$ cat src/sv/cbcp_pkg.sv
// ----------------------------------------------------------------------------
// cbcp_pkg
// Shared types and constants of the cigar block and clip parser.
// ----------------------------------------------------------------------------
package cbcp_pkg;

  localparam int POSITION_WIDTH = 32;

  localparam int OP_W     = 4;
  localparam int OPLEN_W  = 28;
  localparam int KIND_W   = 2;
  localparam int OUTPOS_W = 32;
  localparam int CLIP_W   = 2;
  localparam int THR_W    = 5;

  localparam logic [THR_W-1:0] CLIP_THRESHOLD_RST = 5'd15;

  // operation codes
  localparam logic [OP_W-1:0] OP_M = 4'd0;
  localparam logic [OP_W-1:0] OP_I = 4'd1;
  localparam logic [OP_W-1:0] OP_D = 4'd2;
  localparam logic [OP_W-1:0] OP_N = 4'd3;
  localparam logic [OP_W-1:0] OP_S = 4'd4;
  localparam logic [OP_W-1:0] OP_H = 4'd5;
  localparam logic [OP_W-1:0] OP_P = 4'd6;

  // result kinds
  localparam logic [KIND_W-1:0] KIND_INSERT  = 2'd0;
  localparam logic [KIND_W-1:0] KIND_BLOCK   = 2'd1;
  localparam logic [KIND_W-1:0] KIND_SUMMARY = 2'd2;
  localparam logic [KIND_W-1:0] KIND_ERROR   = 2'd3;

  // clip types
  localparam logic [CLIP_W-1:0] CLIP_NONE = 2'd0;
  localparam logic [CLIP_W-1:0] CLIP_SOFT = 2'd1;
  localparam logic [CLIP_W-1:0] CLIP_HARD = 2'd2;

  typedef struct packed {
    logic [KIND_W-1:0]   kind;
    logic [OUTPOS_W-1:0] position;
    logic [OUTPOS_W-1:0] length;
    logic                spliced;
    logic                chimeric;
    logic                clip_at_start;
    logic [CLIP_W-1:0]   clip_type;
    logic [OPLEN_W-1:0]  soft_clip_length;
    logic                last_result;
  } result_t;

endpackage

$ cat src/sv/cbcp_if.sv
// ----------------------------------------------------------------------------
// cbcp channel interfaces
// Valid/ready channels for operations, results and the threshold register.
// ----------------------------------------------------------------------------
interface cbcp_in_if;
  logic                         valid;
  logic                         ready;
  logic [cbcp_pkg::OP_W-1:0]    op_code;
  logic [cbcp_pkg::OPLEN_W-1:0] op_length;
  logic                         is_last_op;

  modport source (output valid, op_code, op_length, is_last_op, input ready);
  modport sink   (input valid, op_code, op_length, is_last_op, output ready);
endinterface

interface cbcp_out_if;
  logic                          valid;
  logic                          ready;
  logic [cbcp_pkg::KIND_W-1:0]   kind;
  logic [cbcp_pkg::OUTPOS_W-1:0] position;
  logic [cbcp_pkg::OUTPOS_W-1:0] length;
  logic                          spliced;
  logic                          chimeric;
  logic                          clip_at_start;
  logic [cbcp_pkg::CLIP_W-1:0]   clip_type;
  logic [cbcp_pkg::OPLEN_W-1:0]  soft_clip_length;
  logic                          last_result;

  modport source (output valid, kind, position, length, spliced, chimeric, clip_at_start,
                  clip_type, soft_clip_length, last_result, input ready);
  modport sink   (input valid, kind, position, length, spliced, chimeric, clip_at_start,
                  clip_type, soft_clip_length, last_result, output ready);
endinterface

interface cbcp_cfg_if;
  logic                        valid;
  logic                        ready;
  logic [cbcp_pkg::THR_W-1:0]  data;

  modport source (output valid, data, input ready);
  modport sink   (input valid, data, output ready);
endinterface

$ cat src/sv/cigar_block_and_clip_parser.sv
// ----------------------------------------------------------------------------
// cigar_block_and_clip_parser
// Walks CIGAR operations, reports insertions, splice blocks and a summary, or an error.
// ----------------------------------------------------------------------------
// Usage:
//   in_ch   takes one CIGAR operation per word (opcode, length, last flag).
//   out_ch  gives result words: insertion, block boundary, summary or error.
//           An operation gives zero, one or two words, the last one marked
//           by last_result.
//   cfg_ch  writes the soft clip threshold; always ready, write it only while
//           the block is idle.
// Results: the result words of an operation are written into the output queue
//   when it is accepted, and leave it in order.
// Throughput: one operation per cycle when not stalled. The alignment state is
//   updated in the accept cycle by one add and a few compares, and results go
//   into a four word output queue; the queue drains one word a cycle, so
//   operations that give two words average out against those that give none.
// Stall: when out_ch is held, the queue fills and in_ch.ready drops once
//   fewer than two free slots remain; nothing is lost or repeated.
// Reset: state returns to the start of an alignment, the queue empties and
//   the threshold goes back to 15.
// ----------------------------------------------------------------------------
module cigar_block_and_clip_parser #(
  parameter int POSITION_WIDTH = cbcp_pkg::POSITION_WIDTH
) (
  input  logic     clk,
  input  logic     rst_n,
  cbcp_in_if.sink  in_ch,
  cbcp_out_if.source out_ch,
  cbcp_cfg_if.sink cfg_ch
);

  localparam int PW    = POSITION_WIDTH;
  localparam int DEPTH = 4;
  localparam int PTR_W = $clog2(DEPTH);
  localparam int CNT_W = PTR_W + 1;

  // alignment state
  logic [PW-1:0]                    ref_r, ref_nxt;
  logic [PW-1:0]                    blk_r, blk_nxt;
  logic                             at_first_r, at_first_nxt;
  logic                             spliced_r, spliced_nxt;
  logic                             chim_r, chim_nxt;
  logic                             start_clip_r, start_clip_nxt;
  logic [cbcp_pkg::CLIP_W-1:0]      clip_kind_r, clip_kind_nxt;
  logic [cbcp_pkg::OPLEN_W-1:0]     scl_r, scl_nxt;
  logic [PW-1:0]                    last_ins_r, last_ins_nxt;
  logic                             ins_seen_r, ins_seen_nxt;
  logic [cbcp_pkg::THR_W-1:0]       thr_r;

  // result queue
  cbcp_pkg::result_t                fifo_r [DEPTH];
  logic [PTR_W-1:0]                 wr_ptr_r, rd_ptr_r;
  logic [CNT_W-1:0]                 cnt_r;

  logic                             in_fire, out_fire;
  cbcp_pkg::result_t                res0, res1, op_res;
  logic [1:0]                       n_push;
  logic [PW-1:0]                    len_ext, ins_pos, sum_pos;
  logic                             op_has_res, err, is_clip;
  logic [cbcp_pkg::CLIP_W-1:0]      clip_type_in;

  assign in_fire  = in_ch.valid && in_ch.ready;
  assign out_fire = out_ch.valid && out_ch.ready;
  assign in_ch.ready = (cnt_r <= CNT_W'(DEPTH - 2));
  assign cfg_ch.ready = 1'b1;

  assign len_ext = PW'(in_ch.op_length);
  assign ins_pos = ref_r + PW'(1);
  assign sum_pos = ref_r + len_ext;

  always_comb begin
    ref_nxt        = ref_r;
    blk_nxt        = blk_r;
    at_first_nxt   = at_first_r;
    spliced_nxt    = spliced_r;
    chim_nxt       = chim_r;
    start_clip_nxt = start_clip_r;
    clip_kind_nxt  = clip_kind_r;
    scl_nxt        = scl_r;
    last_ins_nxt   = last_ins_r;
    ins_seen_nxt   = ins_seen_r;
    op_has_res     = 1'b0;
    err            = 1'b0;
    is_clip        = 1'b0;
    clip_type_in   = cbcp_pkg::CLIP_NONE;
    op_res         = '0;
    res0           = '0;
    res1           = '0;
    n_push         = 2'd0;

    case (in_ch.op_code)
      cbcp_pkg::OP_M, cbcp_pkg::OP_D: begin
        blk_nxt = blk_r + len_ext;
        ref_nxt = sum_pos;
      end
      cbcp_pkg::OP_I: begin
        // repeated insertion at the same position is dropped
        if (!(ins_seen_r && last_ins_r == ins_pos)) begin
          op_has_res      = 1'b1;
          op_res.kind     = cbcp_pkg::KIND_INSERT;
          op_res.position = cbcp_pkg::OUTPOS_W'(ins_pos);
          op_res.length   = cbcp_pkg::OUTPOS_W'(in_ch.op_length);
          ins_seen_nxt    = 1'b1;
          last_ins_nxt    = ins_pos;
        end
      end
      cbcp_pkg::OP_N: begin
        op_has_res      = 1'b1;
        op_res.kind     = cbcp_pkg::KIND_BLOCK;
        op_res.position = cbcp_pkg::OUTPOS_W'(sum_pos);
        op_res.length   = cbcp_pkg::OUTPOS_W'(blk_r);
        spliced_nxt     = 1'b1;
        ref_nxt         = sum_pos;
        blk_nxt         = '0;
      end
      cbcp_pkg::OP_S: begin
        if (ref_r == '0) begin
          scl_nxt = in_ch.op_length;
        end
        is_clip      = (in_ch.op_length >= cbcp_pkg::OPLEN_W'(thr_r));
        clip_type_in = cbcp_pkg::CLIP_SOFT;
      end
      cbcp_pkg::OP_H: begin
        is_clip      = 1'b1;
        clip_type_in = cbcp_pkg::CLIP_HARD;
      end
      cbcp_pkg::OP_P: begin
      end
      default: begin
        err = 1'b1;
      end
    endcase

    // end clips: the clip type of a last operation wins over that of the first
    if (is_clip && (at_first_r || in_ch.is_last_op)) begin
      chim_nxt      = 1'b1;
      clip_kind_nxt = clip_type_in;
      if (at_first_r) begin
        start_clip_nxt = 1'b1;
      end
    end
    at_first_nxt = 1'b0;

    // flags as they stand after this operation
    op_res.spliced          = spliced_nxt;
    op_res.chimeric         = chim_nxt;
    op_res.clip_at_start    = start_clip_nxt;
    op_res.clip_type        = clip_kind_nxt;
    op_res.soft_clip_length = scl_nxt;

    if (err) begin
      res0             = '0;
      res0.kind        = cbcp_pkg::KIND_ERROR;
      res0.last_result = 1'b1;
      n_push           = 2'd1;
    end else begin
      res1             = op_res;
      res1.kind        = cbcp_pkg::KIND_SUMMARY;
      res1.position    = cbcp_pkg::OUTPOS_W'(ref_nxt);
      res1.length      = cbcp_pkg::OUTPOS_W'(blk_nxt);
      res1.last_result = 1'b1;
      if (op_has_res) begin
        res0             = op_res;
        res0.last_result = !in_ch.is_last_op;
        n_push           = in_ch.is_last_op ? 2'd2 : 2'd1;
      end else if (in_ch.is_last_op) begin
        res0   = res1;
        n_push = 2'd1;
      end
    end

    if (err || in_ch.is_last_op) begin
      ref_nxt        = '0;
      blk_nxt        = '0;
      at_first_nxt   = 1'b1;
      spliced_nxt    = 1'b0;
      chim_nxt       = 1'b0;
      start_clip_nxt = 1'b0;
      clip_kind_nxt  = cbcp_pkg::CLIP_NONE;
      scl_nxt        = '0;
      last_ins_nxt   = '0;
      ins_seen_nxt   = 1'b0;
    end
  end

  always_ff @(posedge clk) begin
    if (!rst_n) begin
      ref_r        <= '0;
      blk_r        <= '0;
      at_first_r   <= 1'b1;
      spliced_r    <= 1'b0;
      chim_r       <= 1'b0;
      start_clip_r <= 1'b0;
      clip_kind_r  <= cbcp_pkg::CLIP_NONE;
      scl_r        <= '0;
      last_ins_r   <= '0;
      ins_seen_r   <= 1'b0;
      thr_r        <= cbcp_pkg::CLIP_THRESHOLD_RST;
      wr_ptr_r     <= '0;
      rd_ptr_r     <= '0;
      cnt_r        <= '0;
    end else begin
      if (cfg_ch.valid && cfg_ch.ready) begin
        thr_r <= cfg_ch.data;
      end
      if (in_fire) begin
        ref_r        <= ref_nxt;
        blk_r        <= blk_nxt;
        at_first_r   <= at_first_nxt;
        spliced_r    <= spliced_nxt;
        chim_r       <= chim_nxt;
        start_clip_r <= start_clip_nxt;
        clip_kind_r  <= clip_kind_nxt;
        scl_r        <= scl_nxt;
        last_ins_r   <= last_ins_nxt;
        ins_seen_r   <= ins_seen_nxt;
        wr_ptr_r     <= wr_ptr_r + PTR_W'(n_push);
      end
      if (out_fire) begin
        rd_ptr_r <= rd_ptr_r + PTR_W'(1);
      end
      cnt_r <= cnt_r + (in_fire ? CNT_W'(n_push) : CNT_W'(0)) - CNT_W'(out_fire);
    end
  end

  always_ff @(posedge clk) begin
    if (in_fire && n_push != 2'd0) begin
      fifo_r[wr_ptr_r] <= res0;
    end
    if (in_fire && n_push == 2'd2) begin
      fifo_r[wr_ptr_r + PTR_W'(1)] <= res1;
    end
  end

  assign out_ch.valid            = (cnt_r != '0);
  assign out_ch.kind             = fifo_r[rd_ptr_r].kind;
  assign out_ch.position         = fifo_r[rd_ptr_r].position;
  assign out_ch.length           = fifo_r[rd_ptr_r].length;
  assign out_ch.spliced          = fifo_r[rd_ptr_r].spliced;
  assign out_ch.chimeric         = fifo_r[rd_ptr_r].chimeric;
  assign out_ch.clip_at_start    = fifo_r[rd_ptr_r].clip_at_start;
  assign out_ch.clip_type        = fifo_r[rd_ptr_r].clip_type;
  assign out_ch.soft_clip_length = fifo_r[rd_ptr_r].soft_clip_length;
  assign out_ch.last_result      = fifo_r[rd_ptr_r].last_result;

  // queue never overflows
  a_cnt_bound: assert property (@(posedge clk) disable iff (!rst_n)
    cnt_r <= CNT_W'(DEPTH))
    else $error("result queue overflow");

  // last operation leaves a fresh alignment
  a_last_clears: assert property (@(posedge clk) disable iff (!rst_n)
    in_fire && in_ch.is_last_op |=> at_first_r && ref_r == '0 && !ins_seen_r)
    else $error("state not cleared after last operation");

  // summary and error words always close an operation
  a_final_kind: assert property (@(posedge clk) disable iff (!rst_n)
    out_ch.valid && (out_ch.kind == cbcp_pkg::KIND_SUMMARY ||
                     out_ch.kind == cbcp_pkg::KIND_ERROR) |-> out_ch.last_result)
    else $error("summary or error word without last_result");

  // error words carry no position, length or flags
  a_error_zero: assert property (@(posedge clk) disable iff (!rst_n)
    out_ch.valid && out_ch.kind == cbcp_pkg::KIND_ERROR |->
      out_ch.position == '0 && out_ch.length == '0 && !out_ch.chimeric &&
      !out_ch.spliced)
    else $error("error word with nonzero fields");

endmodule
$ cat src/flat_wrapper.sv
// flat-port wrapper written by rule: the top's interface ports become plain ports
module cigar_block_and_clip_parser_flat 
#(
  parameter int POSITION_WIDTH = cbcp_pkg::POSITION_WIDTH
)
  (clk, rst_n, in_ch_valid, in_ch_op_code, in_ch_op_length, in_ch_is_last_op, in_ch_ready, out_ch_valid, out_ch_kind, out_ch_position, out_ch_length, out_ch_spliced, out_ch_chimeric, out_ch_clip_at_start, out_ch_clip_type, out_ch_soft_clip_length, out_ch_last_result, out_ch_ready, cfg_ch_valid, cfg_ch_data, cfg_ch_ready);
  cbcp_in_if in_ch_i ();
  cbcp_out_if out_ch_i ();
  cbcp_cfg_if cfg_ch_i ();
  input  logic clk;
  input  logic rst_n;
  input wire logic [$bits(in_ch_i.valid)-1:0] in_ch_valid;
  input wire logic [$bits(in_ch_i.op_code)-1:0] in_ch_op_code;
  input wire logic [$bits(in_ch_i.op_length)-1:0] in_ch_op_length;
  input wire logic [$bits(in_ch_i.is_last_op)-1:0] in_ch_is_last_op;
  output wire logic [$bits(in_ch_i.ready)-1:0] in_ch_ready;
  output wire logic [$bits(out_ch_i.valid)-1:0] out_ch_valid;
  output wire logic [$bits(out_ch_i.kind)-1:0] out_ch_kind;
  output wire logic [$bits(out_ch_i.position)-1:0] out_ch_position;
  output wire logic [$bits(out_ch_i.length)-1:0] out_ch_length;
  output wire logic [$bits(out_ch_i.spliced)-1:0] out_ch_spliced;
  output wire logic [$bits(out_ch_i.chimeric)-1:0] out_ch_chimeric;
  output wire logic [$bits(out_ch_i.clip_at_start)-1:0] out_ch_clip_at_start;
  output wire logic [$bits(out_ch_i.clip_type)-1:0] out_ch_clip_type;
  output wire logic [$bits(out_ch_i.soft_clip_length)-1:0] out_ch_soft_clip_length;
  output wire logic [$bits(out_ch_i.last_result)-1:0] out_ch_last_result;
  input wire logic [$bits(out_ch_i.ready)-1:0] out_ch_ready;
  input wire logic [$bits(cfg_ch_i.valid)-1:0] cfg_ch_valid;
  input wire logic [$bits(cfg_ch_i.data)-1:0] cfg_ch_data;
  output wire logic [$bits(cfg_ch_i.ready)-1:0] cfg_ch_ready;
  assign in_ch_i.valid = in_ch_valid;
  assign in_ch_i.op_code = in_ch_op_code;
  assign in_ch_i.op_length = in_ch_op_length;
  assign in_ch_i.is_last_op = in_ch_is_last_op;
  assign in_ch_ready = in_ch_i.ready;
  assign out_ch_valid = out_ch_i.valid;
  assign out_ch_kind = out_ch_i.kind;
  assign out_ch_position = out_ch_i.position;
  assign out_ch_length = out_ch_i.length;
  assign out_ch_spliced = out_ch_i.spliced;
  assign out_ch_chimeric = out_ch_i.chimeric;
  assign out_ch_clip_at_start = out_ch_i.clip_at_start;
  assign out_ch_clip_type = out_ch_i.clip_type;
  assign out_ch_soft_clip_length = out_ch_i.soft_clip_length;
  assign out_ch_last_result = out_ch_i.last_result;
  assign out_ch_i.ready = out_ch_ready;
  assign cfg_ch_i.valid = cfg_ch_valid;
  assign cfg_ch_i.data = cfg_ch_data;
  assign cfg_ch_ready = cfg_ch_i.ready;
  cigar_block_and_clip_parser #(.POSITION_WIDTH(POSITION_WIDTH)) u_core (.clk(clk), .rst_n(rst_n), .in_ch(in_ch_i), .out_ch(out_ch_i), .cfg_ch(cfg_ch_i));
endmodule
$ cat config.mk
export PLATFORM = sky130hd
export DESIGN_NAME = cigar_block_and_clip_parser_flat
export DESIGN_NICKNAME = d
export VERILOG_FILES = /design/src/sv/cbcp_pkg.sv /design/src/sv/cbcp_if.sv /design/src/sv/cigar_block_and_clip_parser.sv /design/src/flat_wrapper.sv
export SDC_FILE = /design/constraint.sdc
export NUM_CORES = 1
export LEC_CHECK = 0
export ABC_AREA = 1
export BUFFER_PORTS_ARGS = -buffer_cell sky130_fd_sc_hd__buf_2
export CAP_MARGIN = 20
export CORE_ASPECT_RATIO = 0.8
export CORE_MARGIN = 10
export CORE_UTILIZATION = 55
export CTS_CLUSTER_DIAMETER = 200
export CTS_CLUSTER_SIZE = 10
export DETAILED_ROUTE_END_ITERATION = 10
export PLACE_DENSITY = 0.72
export SYNTH_ARGS = -nofsm -noshare
export SYNTH_HDL_FRONTEND = slang
export SYNTH_SLANG_ARGS = --single-unit
$ cat constraint.sdc
create_clock -name clk -period 7.7 [get_ports clk]
set_clock_uncertainty 0.1 [all_clocks]
set_input_delay 0.385 -clock clk [delete_from_list [all_inputs] [get_ports clk]]
set_output_delay 0.385 -clock clk [all_outputs]
set_load 0.01 [all_outputs]
==> results by group, run 1 <==
Clocking
  • Postcts setup bufs: 0
  • CTS tree: built
  • Number of buffers created by CTS: 60
  • Hold-fix buffers, CTS: 13
  • Root Buffer: clkbuf_16
  • CTS H-tree lvls: 2
  • CTS Buffer Depth: 3
  • Reg clk slew, reported paths: 0.07 ns
  • CTS resizes: 0
  • Worst skew pair latency: 0.66 ns
  • Clock net sink count: 545

Timing
  • Final Max Tran Viols: 0
  • Setup violations, final: 0
  • Tmin final: 5.88 ns
  • Post-route clock period utilization: 0.764
  • Worst-margin pin slew: 1.18 ns
  • Slew margin rel.: 0.202
  • RSZ-0062 raised after global routing: false
  • Hold Vio Cnt, Final: 0
  • Fmax: 0.170 GHz
  • Setup TNS: 0 ns

Synthesis
  • Compound-Gate Fraction of Synth Area: 0.184
  • Top cells by count, synth: 1,168 x nand2_1, 535 x nor2_1, 397 x o21ai_0
  • Most used DFF post-synth: edfxtp_1
  • Yosys cell types: 50
  • Synth warn: 0
  • Top cells by area, synth: edfxtp_1 37%, nand2_1 13%, dfxtp_1 9.2%, nor2_1 6.2%, o21ai_0 6.1%
  • Post-synthesis sequential area ratio: 0.458
  • Yosys top cell area share: 0.366
  • #FFs+latches synth: 545
  • Cells after Synth: 4,308
  • Number of synthesized flops with an enable pin: 396
  • Mapped cell area: 32,500 um2
  • Synth Area in XOR/XNOR: 0.00866
  • Mapped Avg Cell Area: 7.54 um2
  • Async SR Flop Fraction: 0
  • Simple-Gate Fraction of Synth Area: 0.245
  • Largest family of logic cells by synthesized area: simple AND/OR/NAND/NOR gates
  • Yosys top cell by area: edfxtp_1
  • Mapped Nets: 4,422
  • Synth Area in Adders: 0.0280
  • Most frequent cell after synthesis: nand2_1
  • Post-synthesis mux area share: 0.00970

Drt
  • DR WL/cell: 25.7 um
  • Via Count: 32,574
  • Post-DRT Antenna Nets: 0
  • Routed WL: 133,000 um
  • DR vias/cell: 6.32
  • Initial DRC count: 5,546
  • DRC violations left: 0
  • Router iterations before antenna repair: 6

Critical path
  • CP Class: reg -> reg
  • Crit end category: register
  • Worst EP required: 8.10 ns
  • Reg2reg setup slack: 1.82 ns
  • Max stage delay cell, worst path: inv_2
  • Slowest Stage Delay on Critical Path: 0.80 ns
  • Most used cell, CP: nand2_1
  • Critical Path AT: 6.29 ns
  • Critical R2R Capture: u_core.fifo_r[1][43]
  • CP max FO: 35
  • Reg-to-Reg Start: u_core.ref_r[0]
  • Worst setup SP type: register
  • CP Buf/Inv Count: 5
  • Crit path max-delay family: simple AND/OR/NAND/NOR gates
  • R2R depth: 26

Die
  • Die area: 69,300 um2
  • Die Wd: 292 um
  • Rows: 79
  • Top Ports: 146
  • Die Y-Extent: 237 um
  • Core footprint: 58,300 um2
  • Initial Utilization: 0.557

Placed design
  • DP Wirelength: 88,600 um
  • Gpl congestion: 1.07
  • # port buffers: 144

Cells and area
  • Area Overhead vs Synth: 9.81%
  • Post-layout util: 0.612
  • Fraction of layout instances using a drive strength above 1: 0.0848
  • Nets@finish: 4,453

Global route
  • Largest net degree at the start of global routing: 119
  • First-pass GRT wire length: 193,000 um
  • Gr ovfl total: 0
  • Vias in the first global route: 28,691
  • Initial antenna violation count: 3
  • Gr usage total: 0.368

Hold path
  • Hold Path Sink: u_core.thr_r[0]
  • Min-delay worst type: in -> reg
  • Worst hold stages: 4
  • Hold path startpoint: cfg_ch_valid

Pwr
  • PwrDens: 234 nW/um2
  • VDD IR max: 0.228 mV
  • Lkg Pwr: 13.3 nW

Flow run
  • Max_cap viols: 0

Outcome
  • Status: finished, final reports clean
==> power by group <==
part           leakage (nW)  switching (mW)  internal (mW)
Combinational          7.56            1.62          0.562
Clock                 0.829            1.23           1.48
Sequential             4.87           0.103           3.36
==> sequential cells by signal (all words and copies together) (netlist names), 3 cells and up, named ones only <==
name and count:
u_core.blk_r 32, u_core.cnt_r 3, u_core.fifo_r 400, u_core.last_ins_r 32, u_core.ref_r 32, u_core.scl_r 28
u_core.thr_r 5
==> per-stage QoR <==
stage / instances / hold WS (ns) / setup slack, ns / total power [mW] / instance area, um2
6_report: 5158 / 0.0357 / 1.82 / 8.36 / 35700
2_1_floorplan: 4308 / 0.321 / 1.43 / 4.70 / 32500
3_3_place_gp: 5029 / 0.335 / 2.15 / 5.62 / 33800
3_5_place_dp: 5029 / 0.347 / 2.00 / 5.63 / 33800
5_1_grt: 5157 / 0.0638 / 1.50 / 8.60 / 35700
4_1_cts: 5153 / 0.00916 / 1.99 / 8.29 / 35700
==> placed cells by master (no fill, tap or decap), types with 14 or more instances in the layout <==
master     instances
nand4_1           32
o21ai_0          397
nand2_1         1160
nor3_1            16
or2_2             16
ha_1              68
nor2_1           531
xor2_1            16
nand3b_1          14
mux2_2            28
o21ai_1          153
o22ai_1          258
edfxtp_1         396
nand3_1          155
clkbuf_16         61
inv_2             14
buf_4             56
inv_1            272
dfxtp_1          147
buf_2            144
clkbuf_1          47
a21oi_1          266
==> how the worst max path moves through the flow <==
stage	startpoint	to	slack, ns	depth (start not counted)
floorplan	u_core.ref_r[0]	u_core.fifo_r[0][0]	1.43	28
global placement	u_core.ref_r[0]	u_core.fifo_r[1][39]	2.15	26
detailed placement	u_core.ref_r[0]	u_core.fifo_r[1][43]	2.00	26
CTS	u_core.ref_r[0]	u_core.fifo_r[1][43]	1.99	26
global route	u_core.ref_r[0]	u_core.fifo_r[1][40]	1.50	26
finish	u_core.ref_r[0]	u_core.fifo_r[1][43]	1.82	26
==> cells by family (layout without fill, tap and decap cells) <==
family                     Yosys count  in the layout
and+or+nand+nor                   1977           1977
AOI/OAI and AO/OA                 1110           1110
buffers and inverters              547            627
DFF                                545            545
adders and majority gates           71             71
xor gates and xnor gates            29             29
muxes                               28             28
other                                1              2
==> worst reg2reg max path: stages (launching register included) <==
cell and delay, ns:
dfxtp_1 0.52, ha_1 0.27, nand2_1 0.13, nor2_4 0.19, nand2_2 0.16, inv_1 0.13
nand2_1 0.08, nand3_1 0.11, nand2_1 0.06, nor2_1 0.20, nand2_1 0.13, nor2_1 0.10
nand2_1 0.07, nor2_1 0.11, nand3_2 0.31, a21oi_4 0.25, ha_1 0.25, nand2_1 0.15
inv_1 0.05, nor2_1 0.14, inv_1 0.12, nand2_2 0.32, nand2_1 0.45, inv_2 0.80
buf_4 0.40, nand2_1 0.08, o21ai_1 0.10
==> layout make-up <==
type                            instances  area [um2]
Fill cell                            5306       22600
Multi-Input combinational cell       3216       15500
Sequential cell                       545       14900
Clock buffer                          108        1700
Timing Repair Buffer                  223        1420
Inverter                              293        1110
Tap cell                              769         962
Clock inverter                          3        57.6
Antenna cell                            1        2.50
==> layer usage <==
metal	wire, um	GRT usage	vias to the layer above
li1	-	-	14779
met1	53200	0.527	15129
met2	52900	0.501	2447
met3	23100	0.155	213
met4	3440	0.0980	6
met5	37	0	-
No activity file was read; power rests on OpenSTA's default activity.
==> run 2, diff against run 1 <==
==> constraint.sdc (replaced) <==
create_clock -name clk -period 5.94 [get_ports clk]
set_clock_uncertainty 0.1 [all_clocks]
set_input_delay 0.297 -clock clk [delete_from_list [all_inputs] [get_ports clk]]
set_output_delay 0.297 -clock clk [all_outputs]
set_load 0.01 [all_outputs]
==> run 2 against run 1 <==
Utilization is 0.45 points higher. Hold slack worse by 0.017 ns. Fmax is 12% higher. Wire length is 1.6% lower. Combinational power is 31% higher. Sequential share of layout area is 0.31 points lower. Setup slack worse by 1.1 ns. Die area stayed put. Critical path depth is 2 lower. Global-route usage is 0.55 points lower. Clock power is 29% higher.
==> results by group, run 2 (synthesis results as in run 1) <==
Clocking
  • Hold-fix buffers, CTS: 16 (+3)
  • CTS tree: built
  • Worst skew pair latency: 0.65 ns (about the same)
  • CTS resizes: 0 (unchanged)
  • Root Buffer: clkbuf_16
  • CTS Buffer Depth: 3 (unchanged)
  • Clock net sink count: 545 (unchanged)
  • Postcts setup bufs: 0 (unchanged)
  • Reg clk slew, reported paths: 0.06 ns (about the same)
  • CTS H-tree lvls: 2 (unchanged)
  • Number of buffers created by CTS: 60 (unchanged)

Pwr
  • Clock power frac: 0.325 (about the same)
  • Flop pwr share: 0.411 (-0.003)
  • Net Sw Power: 3.78 mW (+28%)
  • Final Power: 10.8 mW (+30%)
  • Logic pwr share: 0.264 (+0.003)
  • Switching part of the total: 0.349 (-0.00417)
  • VDD IR max: 0.392 mV (+72%)
  • Internal power: 7.05 mW (+30%)
  • PwrDens: 301 nW/um2 (+29%)
  • Lkg Pwr: 13.4 nW (+1.0%)

Timing
  • Slew margin rel.: 0.0808 (-0.121)
  • Worst-margin pin slew: 1.36 ns (+0.180 ns)
  • Setup violations, final: 0 (unchanged)
  • RSZ-0062 raised after global routing: false
  • Hold Vio Cnt, Final: 0 (unchanged)
  • Final Max Tran Viols: 0 (unchanged)
  • Tmin final: 5.25 ns (-0.632 ns)
  • Hold slack: 0.0189 ns (-0.0168 ns)
  • Setup ws final: 0.688 ns (-1.13 ns)
  • Fmax: 0.190 GHz (+12%)
  • Post-route clock period utilization: 0.884 (+0.120)
  • Setup TNS: 0 ns (unchanged)

Global route
  • First-pass GRT wire length: 192,000 um (-0.81%)
  • Largest net degree at the start of global routing: 201 (+69%)
  • Gr ovfl total: 0 (unchanged)
  • Vias in the first global route: 28,926 (+0.82%)
  • Initial antenna violation count: 5 (+2)
  • Gr usage total: 0.363 (-0.00549)

Drt
  • Routed WL: 130,000 um (-1.6%)
  • DRC violations left: 0 (unchanged)
  • Initial DRC count: 5,564 (+0.32%)
  • Via Count: 32,723 (+0.46%)
  • Post-DRT Antenna Nets: 0 (unchanged)
  • Router iterations before antenna repair: 6 (unchanged)
  • DR vias/cell: 6.32 (about the same)
  • DR WL/cell: 25.2 um (-2.0%)

Critical path
  • Worst setup SP type: register
  • Slowest Stage Delay on Critical Path: 0.54 ns (-0.26 ns)
  • CP Buf/Inv Count: 4 (-1)
  • CP max FO: 29 (-17%)
  • Crit path max-delay family: simple AND/OR/NAND/NOR gates
  • Worst EP required: 6.18 ns (-1.92 ns)
  • Most used cell, CP: nand2_1
  • Max stage delay cell, worst path: dfxtp_1
  • CP startpoint: u_core.ref_r[0]
  • CP cell instances: ha_1 -> nand2_1 -> nor2_4 -> nand2_2 -> inv_1 -> nand2_1 -> nand3_1 -> nand2_1 -> nor2_1 -> nand2_1 -> nor2_1 -> nand2_1 -> nor2_1 -> nand3_2 -> a21oi_4 -> ha_1 -> nand2_1 -> inv_1 -> nor2_1 -> inv_1 -> nand2_2 -> nand2_1 -> nand2_4 -> buf_4
  • CP Class: reg -> reg
  • Reg-to-Reg Start: u_core.ref_r[0]
  • Crit end category: register
  • Critical Path AT: 5.49 ns (-0.80 ns)

Hold path
  • Min-delay worst type: in -> reg
  • Hold path startpoint: out_ch_ready

Die
  • Die Wd: 292 um (unchanged)
  • Die Y-Extent: 237 um (unchanged)
  • Initial Utilization: 0.557 (unchanged)
  • Core footprint: 58,300 um2 (unchanged)
  • Top Ports: 146 (unchanged)
  • Die area: 69,300 um2 (unchanged)
  • Rows: 79 (unchanged)

Cells and area
  • Area Overhead vs Synth: 10.6%
  • Post-layout util: 0.616 (+0.00453)
  • Fraction of layout instances using a drive strength above 1: 0.0887 (+0.00391)
  • Final Instance Area: 35,900 um2 (+0.74%)
  • Fillers: 5,272 (-0.64%)
  • Max FFs per register: 400 (unchanged)
  • Fin cells: 5,180 (+0.43%)
  • Nets@finish: 4,475 (+0.49%)
  • Commonest cells after routing, fill and taps aside: 1,160 x nand2_1, 531 x nor2_1, 397 x o21ai_0
  • Largest reg by FF count: u_core.fifo_r
  • Most common cell after layout, fill and taps aside: nand2_1

Placed design
  • Place WS: 0.806 ns (-1.19 ns)
  • DP Wirelength: 90,700 um (+2.3%)
  • Gpl congestion: 1.05 (-1.7%)
  • # port buffers: 144 (unchanged)
  • Inst Count DP: 5,051 (+0.44%)
  • Placed cell area: 34,000 um2 (+0.76%)

Flow run
  • Max_cap viols: 0 (unchanged)

Outcome
  • Status: finished, final reports clean
==> run 2: cell types whose count changed in the layout (fill, tap and decap cells not counted) <==
cell           change
buf_4             +14
nor2_2             +1
dlygate4sd3_1      +3
inv_4              +1
diode_2            +1
buf_12             +8
clkbuf_1           -1
inv_6              -1
clkbuf_4           -3
nor2_4             -1
==> run 2: metal layers <==
layer | track usage | part of all wire
met2 | 0.477 | 0.39
met1 | 0.536 | 0.41
met5 | 0 | 0.00044
met4 | 0.108 | 0.031
met3 | 0.140 | 0.17
==> run 2: cell type report <==
type                            count  area, um2  share of cell area
Antenna cell                        2       5.00            0.000139
Clock buffer                      107       1700              0.0473
Clock inverter                      3       57.6             0.00160
Inverter                          293       1110              0.0308
Multi-Input combinational cell   3216      15500               0.432
Sequential cell                   545      14900               0.414
Tap cell                          769        962              0.0268
Timing Repair Buffer              245       1690              0.0471
==> run 2: worst paths after layout <==
check / to / slack [ns] / depth (start not counted)
setup / recovery: u_core.fifo_r[1][58] / 0.69 / 24
hold / removal: u_core.rd_ptr_r[0] / 0.02 / 5
setup reg to reg: u_core.fifo_r[1][58] / 0.69 / 24
hold reg to reg: u_core.chim_r / 0.35 / 2
==> run 2: worst register-to-register path, delay by kind of cell (launching register included) <==
kind            cells  cell delay [ns]
simple gates       17             3.02
buf+inv             4             0.63
flops               1             0.54
fa+ha+maj           2             0.52
compound gates      1             0.15
==> run 2: power groups by stage <==
stage | Clock, mW | Sequential (mW) | Combinational [mW]
after floorplan | 0 | 4.50 | 1.59
final | 3.52 | 4.45 | 2.86
after global routing | 3.66 | 4.47 | 3.04
after global placement | 0 | 4.52 | 2.77
after detailed placement | 0 | 4.52 | 2.79
after CTS | 3.50 | 4.44 | 2.80
